<file path="src/rtl/rvc_pkg.sv">
// ----------------------------------------------------------------------------
// rvc_pkg: shared types and constants
// Widths of the radial vignette correction datapath and the record that
// travels down the row of divider cells.
// ----------------------------------------------------------------------------
package rvc_pkg;

	localparam int MAX_DIM = 4096;
	localparam int DIM_W   = 13;	// config width and height
	localparam int POS_W   = 12;	// row and column
	localparam int PIX_W   = 8;
	localparam int K_W     = 16;
	localparam int DEN_W   = 26;	// w^2 + h^2
	localparam int SQ_W    = 26;	// one squared offset
	localparam int NUM_W   = 27;	// sum of squared offsets
	localparam int KN_W    = K_W + NUM_W;
	localparam int PD_W    = PIX_W + DEN_W;
	localparam int GD_W    = 45;	// signed gain denominator
	localparam int D_W     = 42;	// positive gain denominator
	localparam int QW      = 9;	// eight result bits and one overflow bit
	localparam int DW      = D_W + QW - 1;
	localparam int NCELL   = QW;
	localparam int NCH     = 3;

	localparam logic [1:0] REG_WIDTH  = 2'd0;
	localparam logic [1:0] REG_HEIGHT = 2'd1;
	localparam logic [1:0] REG_K      = 2'd2;

	localparam logic [DIM_W-1:0] WIDTH_RST  = DIM_W'(640);
	localparam logic [DIM_W-1:0] HEIGHT_RST = DIM_W'(480);
	localparam logic [K_W-1:0]   K_RST      = K_W'(26214);
	localparam logic [DIM_W-1:0] DIM_MAX    = DIM_W'(MAX_DIM);

	typedef struct packed {
		logic                      valid;
		logic                      bad;
		logic [NCH-1:0]            nz;
		logic [DW-1:0]             dsh;
		logic [NCH-1:0][DW-1:0]    rem;
		logic [NCH-1:0][QW-1:0]    quo;
	} cell_t;

endpackage

</file>
<file path="src/rtl/rvc_div_cell.sv">
// ----------------------------------------------------------------------------
// rvc_div_cell: one restoring division step
// Decides one quotient bit for each channel and hands the shrunken divisor,
// remainders and partial quotients to the next cell.
// ----------------------------------------------------------------------------
module rvc_div_cell import rvc_pkg::*; (
	input  logic  clk,
	input  logic  arst_n,
	input  logic  en,
	input  cell_t d,
	output cell_t q
);

	cell_t          nxt;
	cell_t          data_q;
	logic           valid_q;
	logic [NCH-1:0] ge;

	always_comb begin
		nxt = d;
		nxt.dsh = d.dsh >> 1;
		for (int i = 0; i < NCH; i++) begin
			ge[i] = d.rem[i] >= d.dsh;
			nxt.rem[i] = ge[i] ? d.rem[i] - d.dsh : d.rem[i];
			nxt.quo[i] = {d.quo[i][QW-2:0], ge[i]};
		end
	end

	always_ff @(posedge clk or negedge arst_n) begin
		if (!arst_n) begin
			valid_q <= 1'b0;
		end else if (en) begin
			valid_q <= d.valid;
		end
	end

	always_ff @(posedge clk) begin
		if (en) begin
			data_q <= nxt;
		end
	end

	always_comb begin
		q = data_q;
		q.valid = valid_q;
	end

endmodule

</file>
<file path="config.mk">
export PLATFORM = sky130hd
export DESIGN_NAME = rvc_div_cell
export DESIGN_NICKNAME = d
export VERILOG_FILES = /design/src/rtl/rvc_pkg.sv /design/src/rtl/rvc_div_cell.sv
export SDC_FILE = /design/constraint.sdc
export NUM_CORES = 1
export LEC_CHECK = 0
export BUFFER_PORTS_ARGS = -buffer_cell sky130_fd_sc_hd__buf_2
export CAP_MARGIN = 20
export CORE_MARGIN = 8
export CORE_UTILIZATION = 54
export CTS_CLUSTER_SIZE = 40
export DETAILED_ROUTE_END_ITERATION = 8
export GPL_TIMING_DRIVEN = 0
export PLACE_DENSITY_LB_ADDON = 0.15
export REMOVE_ABC_BUFFERS = 1
export SLEW_MARGIN = 10
export SYNTH_ARGS = -nofsm -noshare
export SYNTH_HDL_FRONTEND = slang
export SYNTH_SLANG_ARGS = --single-unit
</file>
<file path="constraint.sdc">
create_clock -name clk -period 0.8 [get_ports clk]
set_input_delay 0.04 -clock clk [delete_from_list [all_inputs] [get_ports clk]]
set_output_delay 0.04 -clock clk [all_outputs]
set_load 0.02 [all_outputs]
</file>
==> results.toml <==
[worst_setup_path]
critical_path_required_ns = 1.09
arrival_ns = 3.47
crit_path_cell_trace = "buf_2 > clkinvlp_4 > ha_1 > a21oi_1 > o21ai_0 > a31oi_1 > a21o_1 > nand4_1 > a2111oi_4 > nor4_4 > o211ai_2 > and2_4 > buf_12 > mux2_2"
crit_buf_inv = 3
critPathMaxFanout = 5
slowest_delay_ns = 0.48
crit_family = "compound AO/OA/AOI/OAI gates"
start_kind = "primary input"
crit_path_end_kind = "flop"
path_class = "in -> reg"
cp_slowest_cell = "a2111oi_4"

[route]
drc = 0
vias_per_cell = 6.179
wl_per_cell_um = 24.19
routed_wl_um = 72450
vias = 18510
drtIter0Drc = 1724
ant_nets = 0
firstDrtPassIters = 6

[synth]
synth-edff-count = 230
ys_seq_area_frac = 0.3984
syn-cell-area_um2 = 17400
netlist_instances = 1811
synth_seq_cells = 231
ys.flop_type = "edfxtp_1"
yosys_warnings = 0
synth_cell_type_count = 73
async_reset_ff_frac = 0.004329
avgSynthCellArea_um2 = 9.606

[global_route]
antenna_found_initial = 14
grt_usage = 0.3294
grt_pass1_vias = 17580
grt_pass1_wl_um = 99510
overflow = 0
grt_max_degree = 98

[status]
status = "complete, but fails checks"
violations = "negative hold slack, negative setup slack"

[power]
power_frac_comb = 0.391
finalPower_mw = 47.17
power.internal_mw = 30.87
clockPowerShare = 0.276
powerDensity_nw_per_um2 = 1844
switching_share = 0.3457
power_frac_seq = 0.333
p_leak_nw = 11.05
vdd_drop_max_uv = 2244
power.switching_mw = 16.31

[cts]
insertion_delay_ns = 0.54
cts-root-buf = "clkbuf_16"
clkSlewWorstSetupHoldPaths_ns = 0.06
cts_buffer_depth = 3
cts.htree.levels = 1
numCtsBuffers = 26
clkSinkCount = 231
tritoncts = "built"

[placement]
portBuffers = 462
dpl.hpwl_um = 48530
place_inst = 2608
gp_congestion = 0.9441

[die]
fp.dieW_um = 195.5
die_area_um2 = 38220
io_pins = 467
row_count = 65
core_area_um2 = 31640
start_util = 0.5499
die_h_um = 195.5

[sta]
drv_slew = 0
tightest_slew_ns = 0.6643
rsz0062_at_grt = "yes"
relSlewSlack = 0.5531
max_freq_mhz = 313.8
setup_ws_ns = -2.386
setup-violations-final = 481
period_share = 3.983
clock-skew-final_ns = 0
hold_slack_ns = -0.1005
period_minus_slack_ns = 3.186
hold_violations = 48
tns_ns = -428.70

[cells_and_area]
final_cell_mix = "buf_2, dlygate4sd3_1, edfxtp_1, a21oi_1, nand2_1"
layout_commonest_cell = "buf_2"
drive_above_1_share = 0.3292
area_growth_pct = 47.04
final_nets = 2950
instances_no_fill = 2995
final.fill_count = 1897

[run]
max_cap_violations = 0

[hold_path]
hold_class = "in -> reg"
## routing by layer
metal | wire (µm) | up-vias | track usage
met5 | 27 | - | 0
met4 | 3990 | 4 | 0.1378
met3 | 6626 | 270 | 0.05657
met2 | 35400 | 1186 | 0.5768
met1 | 26410 | 8761 | 0.3949
li1 | - | 8286 | -
## stage by stage
step	util	area, µm²	setup WS [ns]
finish	0.8085	25580	-2.386
floorplan	-	17030	-4.232
global route	0.8084	25570	-2.438
global placement	0.6271	19840	-5.757
CTS	0.7622	24110	-2.349
detailed placement	0.6340	20060	-3.977
## layout make-up
cell class	instances	area, µm²	share of cell area
Multi-Input combinational cell	1399	10750	0.4204
Sequential cell	231	6932	0.2710
Timing Repair Buffer	802	6015	0.2351
Clock buffer	30	686.9	0.02685
Tap cell	402	503.0	0.01966
Inverter	102	441.7	0.01727
Clock inverter	18	221.5	0.008658
Antenna cell	11	27.53	0.001076
## path summary, 6_finish.rpt
check,startpoint,slack [ns],to,depth (start not counted)
worst max-delay path,d[183],-2.39,q[110]$_DFFE_PP_,14
worst min-delay path,en,-0.10,q[218]$_DFFE_PP_,1
worst max register to register,valid_q$_DFFE_PN0P_,0.04,valid_q$_DFFE_PN0P_,1
worst min register to register,valid_q$_DFFE_PN0P_,0.53,valid_q$_DFFE_PN0P_,1
max in group asynchronous,arst_n,0.36,valid_q$_DFFE_PN0P_,3
min in group asynchronous,arst_n,0.34,valid_q$_DFFE_PN0P_,3
## flip-flops by register name (all words and copies together) (netlist names)
| signal | count |
|---|---|
| valid_q | 1 |
| q | 230 |
## cell usage after synthesis (8+ instances only)
cell / n / area, µm²
buf_2: 23 / 115.1
mux2_2: 55 / 619.3
nor2b_1: 14 / 87.58
o211ai_1: 13 / 97.59
ha_1: 150 / 1877
a21o_1: 87 / 653.1
nand3_1: 35 / 175.2
a31oi_1: 22 / 137.6
and3_1: 18 / 112.6
a211oi_1: 16 / 120.1
nand4_1: 36 / 225.2
nor3_1: 22 / 110.1
xnor2_1: 81 / 709.4
xor2_1: 52 / 455.4
o21bai_1: 23 / 172.7
nand2b_1: 8 / 50.05
and2_1: 11 / 68.82
o21a_1: 17 / 127.6
edfxtp_1: 230 / 6907
o31ai_1: 14 / 105.1
clkbuf_1: 48 / 180.2
nor2_1: 138 / 518.0
o21ai_0: 84 / 420.4
inv_1: 102 / 382.9
a21oi_1: 252 / 1261
a211o_1: 8 / 70.07
nand2_1: 121 / 454.2
mux2_1: 12 / 135.1
## power by group through the flow
stage	logic, mW	registers [mW]	clock network [mW]
6_report	18.5	15.7	13.0
3_3_place_gp	13.9	15.9	0
3_5_place_dp	14.2	15.9	0
5_1_grt	19.5	15.8	13.5
2_1_floorplan	7.51	17.7	0
4_1_cts	16.1	15.6	13.0
## kinds of logic (layout without fill, tap and decap cells)
logic type,after synthesis,count (layout),synth area share
other,1,12,0.0002156
xor gates and xnor gates,133,133,0.06696
and+or+nand+nor,442,443,0.1194
AOI/OAI and AO/OA,599,599,0.2152
DFF,231,231,0.3984
buffers and inverters,182,952,0.04337
muxes,70,70,0.04509
adders and majority gates,153,153,0.1113
## what timing repair did
item,in CTS,in global routing
cloned,2,10
endpoints found under the hold margin,282,71
gates resized for setup,101,200
setup buffers,35,51
hold buffers,231,1
endpoints found under the setup margin,482,482
pin swaps,19,27
(Power assumes the default switching activity.)
