$ cat src/rtl/rvc_pkg.sv
// ----------------------------------------------------------------------------
// rvc_pkg: shared types and constants
// Widths of the radial vignette correction datapath and the record that
// travels down the row of divider cells.
// ----------------------------------------------------------------------------
package rvc_pkg;

	localparam int MAX_DIM = 4096;
	localparam int DIM_W   = 13;	// config width and height
	localparam int POS_W   = 12;	// row and column
	localparam int PIX_W   = 8;
	localparam int K_W     = 16;
	localparam int DEN_W   = 26;	// w^2 + h^2
	localparam int SQ_W    = 26;	// one squared offset
	localparam int NUM_W   = 27;	// sum of squared offsets
	localparam int KN_W    = K_W + NUM_W;
	localparam int PD_W    = PIX_W + DEN_W;
	localparam int GD_W    = 45;	// signed gain denominator
	localparam int D_W     = 42;	// positive gain denominator
	localparam int QW      = 9;	// eight result bits and one overflow bit
	localparam int DW      = D_W + QW - 1;
	localparam int NCELL   = QW;
	localparam int NCH     = 3;

	localparam logic [1:0] REG_WIDTH  = 2'd0;
	localparam logic [1:0] REG_HEIGHT = 2'd1;
	localparam logic [1:0] REG_K      = 2'd2;

	localparam logic [DIM_W-1:0] WIDTH_RST  = DIM_W'(640);
	localparam logic [DIM_W-1:0] HEIGHT_RST = DIM_W'(480);
	localparam logic [K_W-1:0]   K_RST      = K_W'(26214);
	localparam logic [DIM_W-1:0] DIM_MAX    = DIM_W'(MAX_DIM);

	typedef struct packed {
		logic                      valid;
		logic                      bad;
		logic [NCH-1:0]            nz;
		logic [DW-1:0]             dsh;
		logic [NCH-1:0][DW-1:0]    rem;
		logic [NCH-1:0][QW-1:0]    quo;
	} cell_t;

endpackage

$ cat src/rtl/rvc_front.sv
// ----------------------------------------------------------------------------
// rvc_front: radius and gain denominator stages
// Squares the doubled offsets, forms k*num and p*den, then the gain
// denominator that seeds the divider row.
// ----------------------------------------------------------------------------
module rvc_front import rvc_pkg::*; (
	input  logic                        clk,
	input  logic                        arst_n,
	input  logic                        en,
	input  logic                        valid_s1,
	input  logic [POS_W-1:0]            row_s1,
	input  logic [POS_W-1:0]            col_s1,
	input  logic [NCH-1:0][PIX_W-1:0]   pix_s1,
	input  logic [DIM_W-1:0]            width,
	input  logic [DIM_W-1:0]            height,
	input  logic [K_W-1:0]              strength,
	input  logic [DEN_W-1:0]            den,
	output cell_t                       head
);

	logic signed [14:0] dx, dy;
	logic signed [29:0] dx_prod, dy_prod;
	logic               valid_s2, valid_s3, valid_s4;
	logic [SQ_W-1:0]    dxsq_s2, dysq_s2;
	logic [NCH-1:0][PIX_W-1:0] pix_s2;
	logic [NUM_W-1:0]   num;
	logic [KN_W-1:0]    kn_s3;
	logic [NCH-1:0][PD_W-1:0] pd_s3;
	logic [NCH-1:0]     nz_s3;
	logic signed [GD_W-1:0] gden;
	cell_t              head_s4;

	assign dx = $signed({2'b00, col_s1, 1'b0}) - $signed({2'b00, width});
	assign dy = $signed({2'b00, row_s1, 1'b0}) - $signed({2'b00, height});
	assign dx_prod = dx * dx;
	assign dy_prod = dy * dy;

	always_ff @(posedge clk or negedge arst_n) begin
		if (!arst_n) begin
			valid_s2 <= 1'b0;
			valid_s3 <= 1'b0;
			valid_s4 <= 1'b0;
		end else if (en) begin
			valid_s2 <= valid_s1;
			valid_s3 <= valid_s2;
			valid_s4 <= valid_s3;
		end
	end

	always_ff @(posedge clk) begin
		if (en) begin
			dxsq_s2 <= dx_prod[SQ_W-1:0];
			dysq_s2 <= dy_prod[SQ_W-1:0];
			pix_s2  <= pix_s1;
		end
	end

	assign num = {1'b0, dxsq_s2} + {1'b0, dysq_s2};

	always_ff @(posedge clk) begin
		if (en) begin
			kn_s3 <= strength * num;
			for (int i = 0; i < NCH; i++) begin
				pd_s3[i] <= pix_s2[i] * den;
				nz_s3[i] <= |pix_s2[i];
			end
		end
	end

	// D = den*65536 - k*num, zero or negative only off the frame
	assign gden = $signed({3'b000, den, 16'h0000}) - $signed({2'b00, kn_s3});

	always_ff @(posedge clk) begin
		if (en) begin
			head_s4.valid <= 1'b0;
			head_s4.bad   <= gden[GD_W-1] | (gden == '0);
			head_s4.nz    <= nz_s3;
			head_s4.dsh   <= {gden[D_W-1:0], {(QW-1){1'b0}}};
			for (int i = 0; i < NCH; i++) begin
				head_s4.rem[i] <= {pd_s3[i], 16'h0000};
				head_s4.quo[i] <= '0;
			end
		end
	end

	always_comb begin
		head = head_s4;
		head.valid = valid_s4;
	end

endmodule

$ cat config.mk
export PLATFORM = sky130hd
export DESIGN_NAME = rvc_front
export DESIGN_NICKNAME = d
export VERILOG_FILES = /design/src/rtl/rvc_pkg.sv /design/src/rtl/rvc_front.sv
export SDC_FILE = /design/constraint.sdc
export NUM_CORES = 2
export LEC_CHECK = 0
export ABC_CLOCK_PERIOD_IN_PS = 12050
export BUFFER_PORTS_ARGS = -buffer_cell sky130_fd_sc_hd__buf_2
export CAP_MARGIN = 10
export CORE_ASPECT_RATIO = 0.9
export CORE_UTILIZATION = 65
export CTS_BUF_LIST = sky130_fd_sc_hd__clkbuf_8
export CTS_CLUSTER_SIZE = 28
export DETAILED_ROUTE_END_ITERATION = 10
export GPL_TIMING_DRIVEN = 0
export PLACE_DENSITY = 0.82
export RECOVER_POWER = 50
export SLEW_MARGIN = 40
export SYNTH_ARGS = -nofsm -noshare
export SYNTH_HDL_FRONTEND = slang
export SYNTH_SLANG_ARGS = --single-unit
$ cat constraint.sdc
create_clock -name clk -period 12.05 [get_ports clk]
set_input_delay 1.205 -clock clk [delete_from_list [all_inputs] [get_ports clk]]
set_output_delay 1.205 -clock clk [all_outputs]
set_load 0.005 [all_outputs]
==> results.md <==
- #FFs+latches synth: approximately 370
- Fin crit period: 10.66 ns
- Core area: approximately 0.091 mm2
- Slew headroom: -187%
- H-tree depth: 3
- Status: complete, but fails checks
- Number of gates resized after CTS: 0
- Total CTS buffers: 66
- Ys async rst share: less than 1%
- TritonCTS clock tree: built
- Worst EP arrival: roughly 11 ns
- Routability cong.: 0.954
- Antenna violations before repair: 14
- Largest net degree at the start of global routing: 90
- Crit end category: flip-flop
- Via Count: around 43000
- Number of global-route vias before repair: around 47000
- TNS Setup: 0 ns
- CP most frequent cell: fa_1
- Global-route wire length before repair: 239000 um
- Hold crit path type: input pin to asynchronous set/reset pin
- Crit start category: input pin
- GRT Total Usage: roughly 33%
- IO Pins: approximately 350
- Die Wd: between 300 and 400 um
- Clk_lat worst skew: ~0.70 ns
- Initial Util: between 60% and 70%
- Post-route core utilization: between 70% and 80%
- Sink Count: 373
- Clock transition at path regs: 0.06 ns
- Setup violators final: 0
- EDFF count, synth: 370
- Root Driver: clkbuf_8
- TritonRoute pass-1 iters: 8
- Fmax achieved: 93.8 MHz
- CTS Hold Bufs: 0
- Synthesized area per cell: approximately 9.8 um2
- Period utilization: a little under 90%
- Fill cells: between 6000 and 7000
- Violated checks: capacitance limit, slew limit
- Die H: between 200 and 300 um
- DPL Wire Length: ~120000 um
- Detail Route Antenna Nets: 0
- Worst endpoint required time: about 12 ns
- Max_cap viols: 5
- Area of the multi-input gates: 0.0431 mm2
- Crit Path Max Fanout: 11
- Sequential cell area: 0.0112 mm2
- Seq/Total Area, Yosys: a little under a fifth
- RSZ-0062 raised after global routing: false
- Buffers on Ports: between 200 and 300
- Iter 0 DRT Violations: between 2000 and 3000
- CP Class: input pin to flip-flop
- Clk_skew: between 0.06 and 0.07 ns
- # rows: between 100 and 150
- DR vias/cell: roughly 5.6
- Layout cell share with drive strength beyond 1: around 7%
- Nets@finish: 8228
- Ys Warns: 0
- Area Overhead vs Synth: 7.55%
- WL/cell: around 19 um
- Largest stage delay, worst path: roughly 0.70 ns
- Post-CTS Setup Bufs: 0
- Post-Synthesis Cells: a little over 6000
- Die ar.: roughly 0.094 mm2
- Longest Clk Path Bufs: 3
- Final Max Tran Viols: around 380
- Overflow after GRT: 0
- Final wirelength: 148000 um
- DRC: 0
- Most common flop cell mapped by yosys: edfxtp_1
- Slowest CP cell: o41ai_1
- Worst-Margin Slew: about 4.3 ns
- Final Hold Fails: 0
- Mapped Area: 0.0600 mm2
- Netlist cell types: slightly above 80
## final cells by class
type	instances	area share, %
flip-flops and latches	373	17.3
multi-input cells	4268	66.7
clock buffers	67	1.43
well taps	1230	2.39
repair buffers	262	2.01
diodes	10	0.0388
clock inverters	49	0.531
inverters	1258	7.32
plain buffers	297	2.22
## cell families after synthesis
kind of cell             count (synthesis)  share of synthesized area (%)
AND/OR/NAND/NOR                       1777                           14.2
adder cells (fa/ha/maj)               1582                           46.9
buffers and inverters                 1555                           10.3
AO/OA/AOI/OAI                          549                           6.00
flip-flops                             373                           18.6
XOR/XNOR                               265                           3.87
multiplexers                             8                          0.140
other                                    1                        0.00625
## final timing paths
check,cells past startpoint,to,slack [ns],from
max,34,dxsq_s2[24],1.39,width[0]
min,1,valid_s4,0.31,arst_n
max reg2reg,33,kn_s3[40],1.77,dysq_s2[3]
min reg2reg,0,head[161],0.38,pd_s3[86]
max in group asynchronous,1,valid_s3,11.58,arst_n
min in group clk,0,head[161],0.38,pd_s3[86]
## routing by layer
layer,vias to the layer above,routed length (um),global-route usage [%]
met4,20,8400,16.8
met1,21630,52800,37.8
met3,479,10900,6.10
li1,19507,-,-
met2,1747,75600,58.6
met5,-,126,0
## critical path, delay by kind of cell
family,cells,cell delay (ns)
AO/OA/AOI/OAI,14,3.55
XOR/XNOR,2,0.74
adder cells (fa/ha/maj),8,3.48
buffers and inverters,8,1.78
AND/OR/NAND/NOR,2,0.30
## cells in the mapped netlist, types with 6 or more instances
cell type	count	share of area [%]
a21oi_1	161	1.3
edfxtp_1	370	19
ha_1	472	9.8
o41ai_1	8	0.12
o21ai_0	84	0.70
buf_1	7	0.044
nor2_1	238	1.5
o31ai_1	9	0.11
a211oi_1	21	0.26
nand2b_1	21	0.22
o21ai_1	12	0.10
xor2_1	79	1.2
buf_4	84	1.1
a31oi_1	14	0.15
a2111oi_0	6	0.088
nor2b_1	35	0.36
inv_1	1243	7.8
nor3_1	51	0.43
o211ai_1	10	0.13
nand2_1	801	5.0
nand3_1	37	0.31
nand4_1	11	0.11
clkbuf_1	202	1.3
or4_1	7	0.088
o21a_1	31	0.39
a21o_1	98	1.2
and3_1	24	0.25
xnor2_1	186	2.7
and2_1	485	5.1
o21bai_1	29	0.36
or2_2	9	0.094
fa_1	1110	37
clkinv_1	10	0.063
nor4_1	19	0.20
or3_1	10	0.10
## stage by stage
| step | std cells | instance area, um2 | setup slack (ns) | hold WS, ns |
|---|---|---|---|---|
| 2_1_floorplan | 6196 | 60300 | 3.03 | 0.400 |
| 3_3_place_gp | 7684 | 63100 | 1.56 | 0.401 |
| 3_5_place_dp | 7688 | 63400 | 1.18 | 0.405 |
| 4_1_cts | 7804 | 64600 | 1.86 | 0.258 |
| 5_1_grt | 7808 | 64500 | 0.966 | 0.304 |
| 6_report | 7814 | 64500 | 1.39 | 0.313 |
## cell usage in the layout, fill, tap and decap left out, types with 38 or more instances in the layout
| cell | count |
|---|---|
| ha_1 | 472 |
| clkbuf_8 | 67 |
| nand2_1 | 801 |
| inv_1 | 1260 |
| nor2_1 | 237 |
| edfxtp_1 | 370 |
| fa_1 | 1110 |
| buf_2 | 254 |
| xor2_1 | 77 |
| conb_1 | 87 |
| a21oi_1 | 161 |
| and2_1 | 482 |
| a21o_1 | 98 |
| nor3_1 | 52 |
| buf_4 | 84 |
| nand3_1 | 38 |
| clkbuf_1 | 214 |
| o21ai_0 | 84 |
| xnor2_1 | 173 |
## sequential cells by signal (all words and copies together), names as in the netlist
name / flops
head: 148
pd_s3: 102
kn_s3: 43
dxsq_s2: 25
dysq_s2: 25
pix_s2: 24
nz_s3: 3
valid_s2: 1
valid_s3: 1
valid_s4: 1
Power is not shown: default switching activity piles up to over one toggle a cycle in this logic, so the estimate is an artifact.
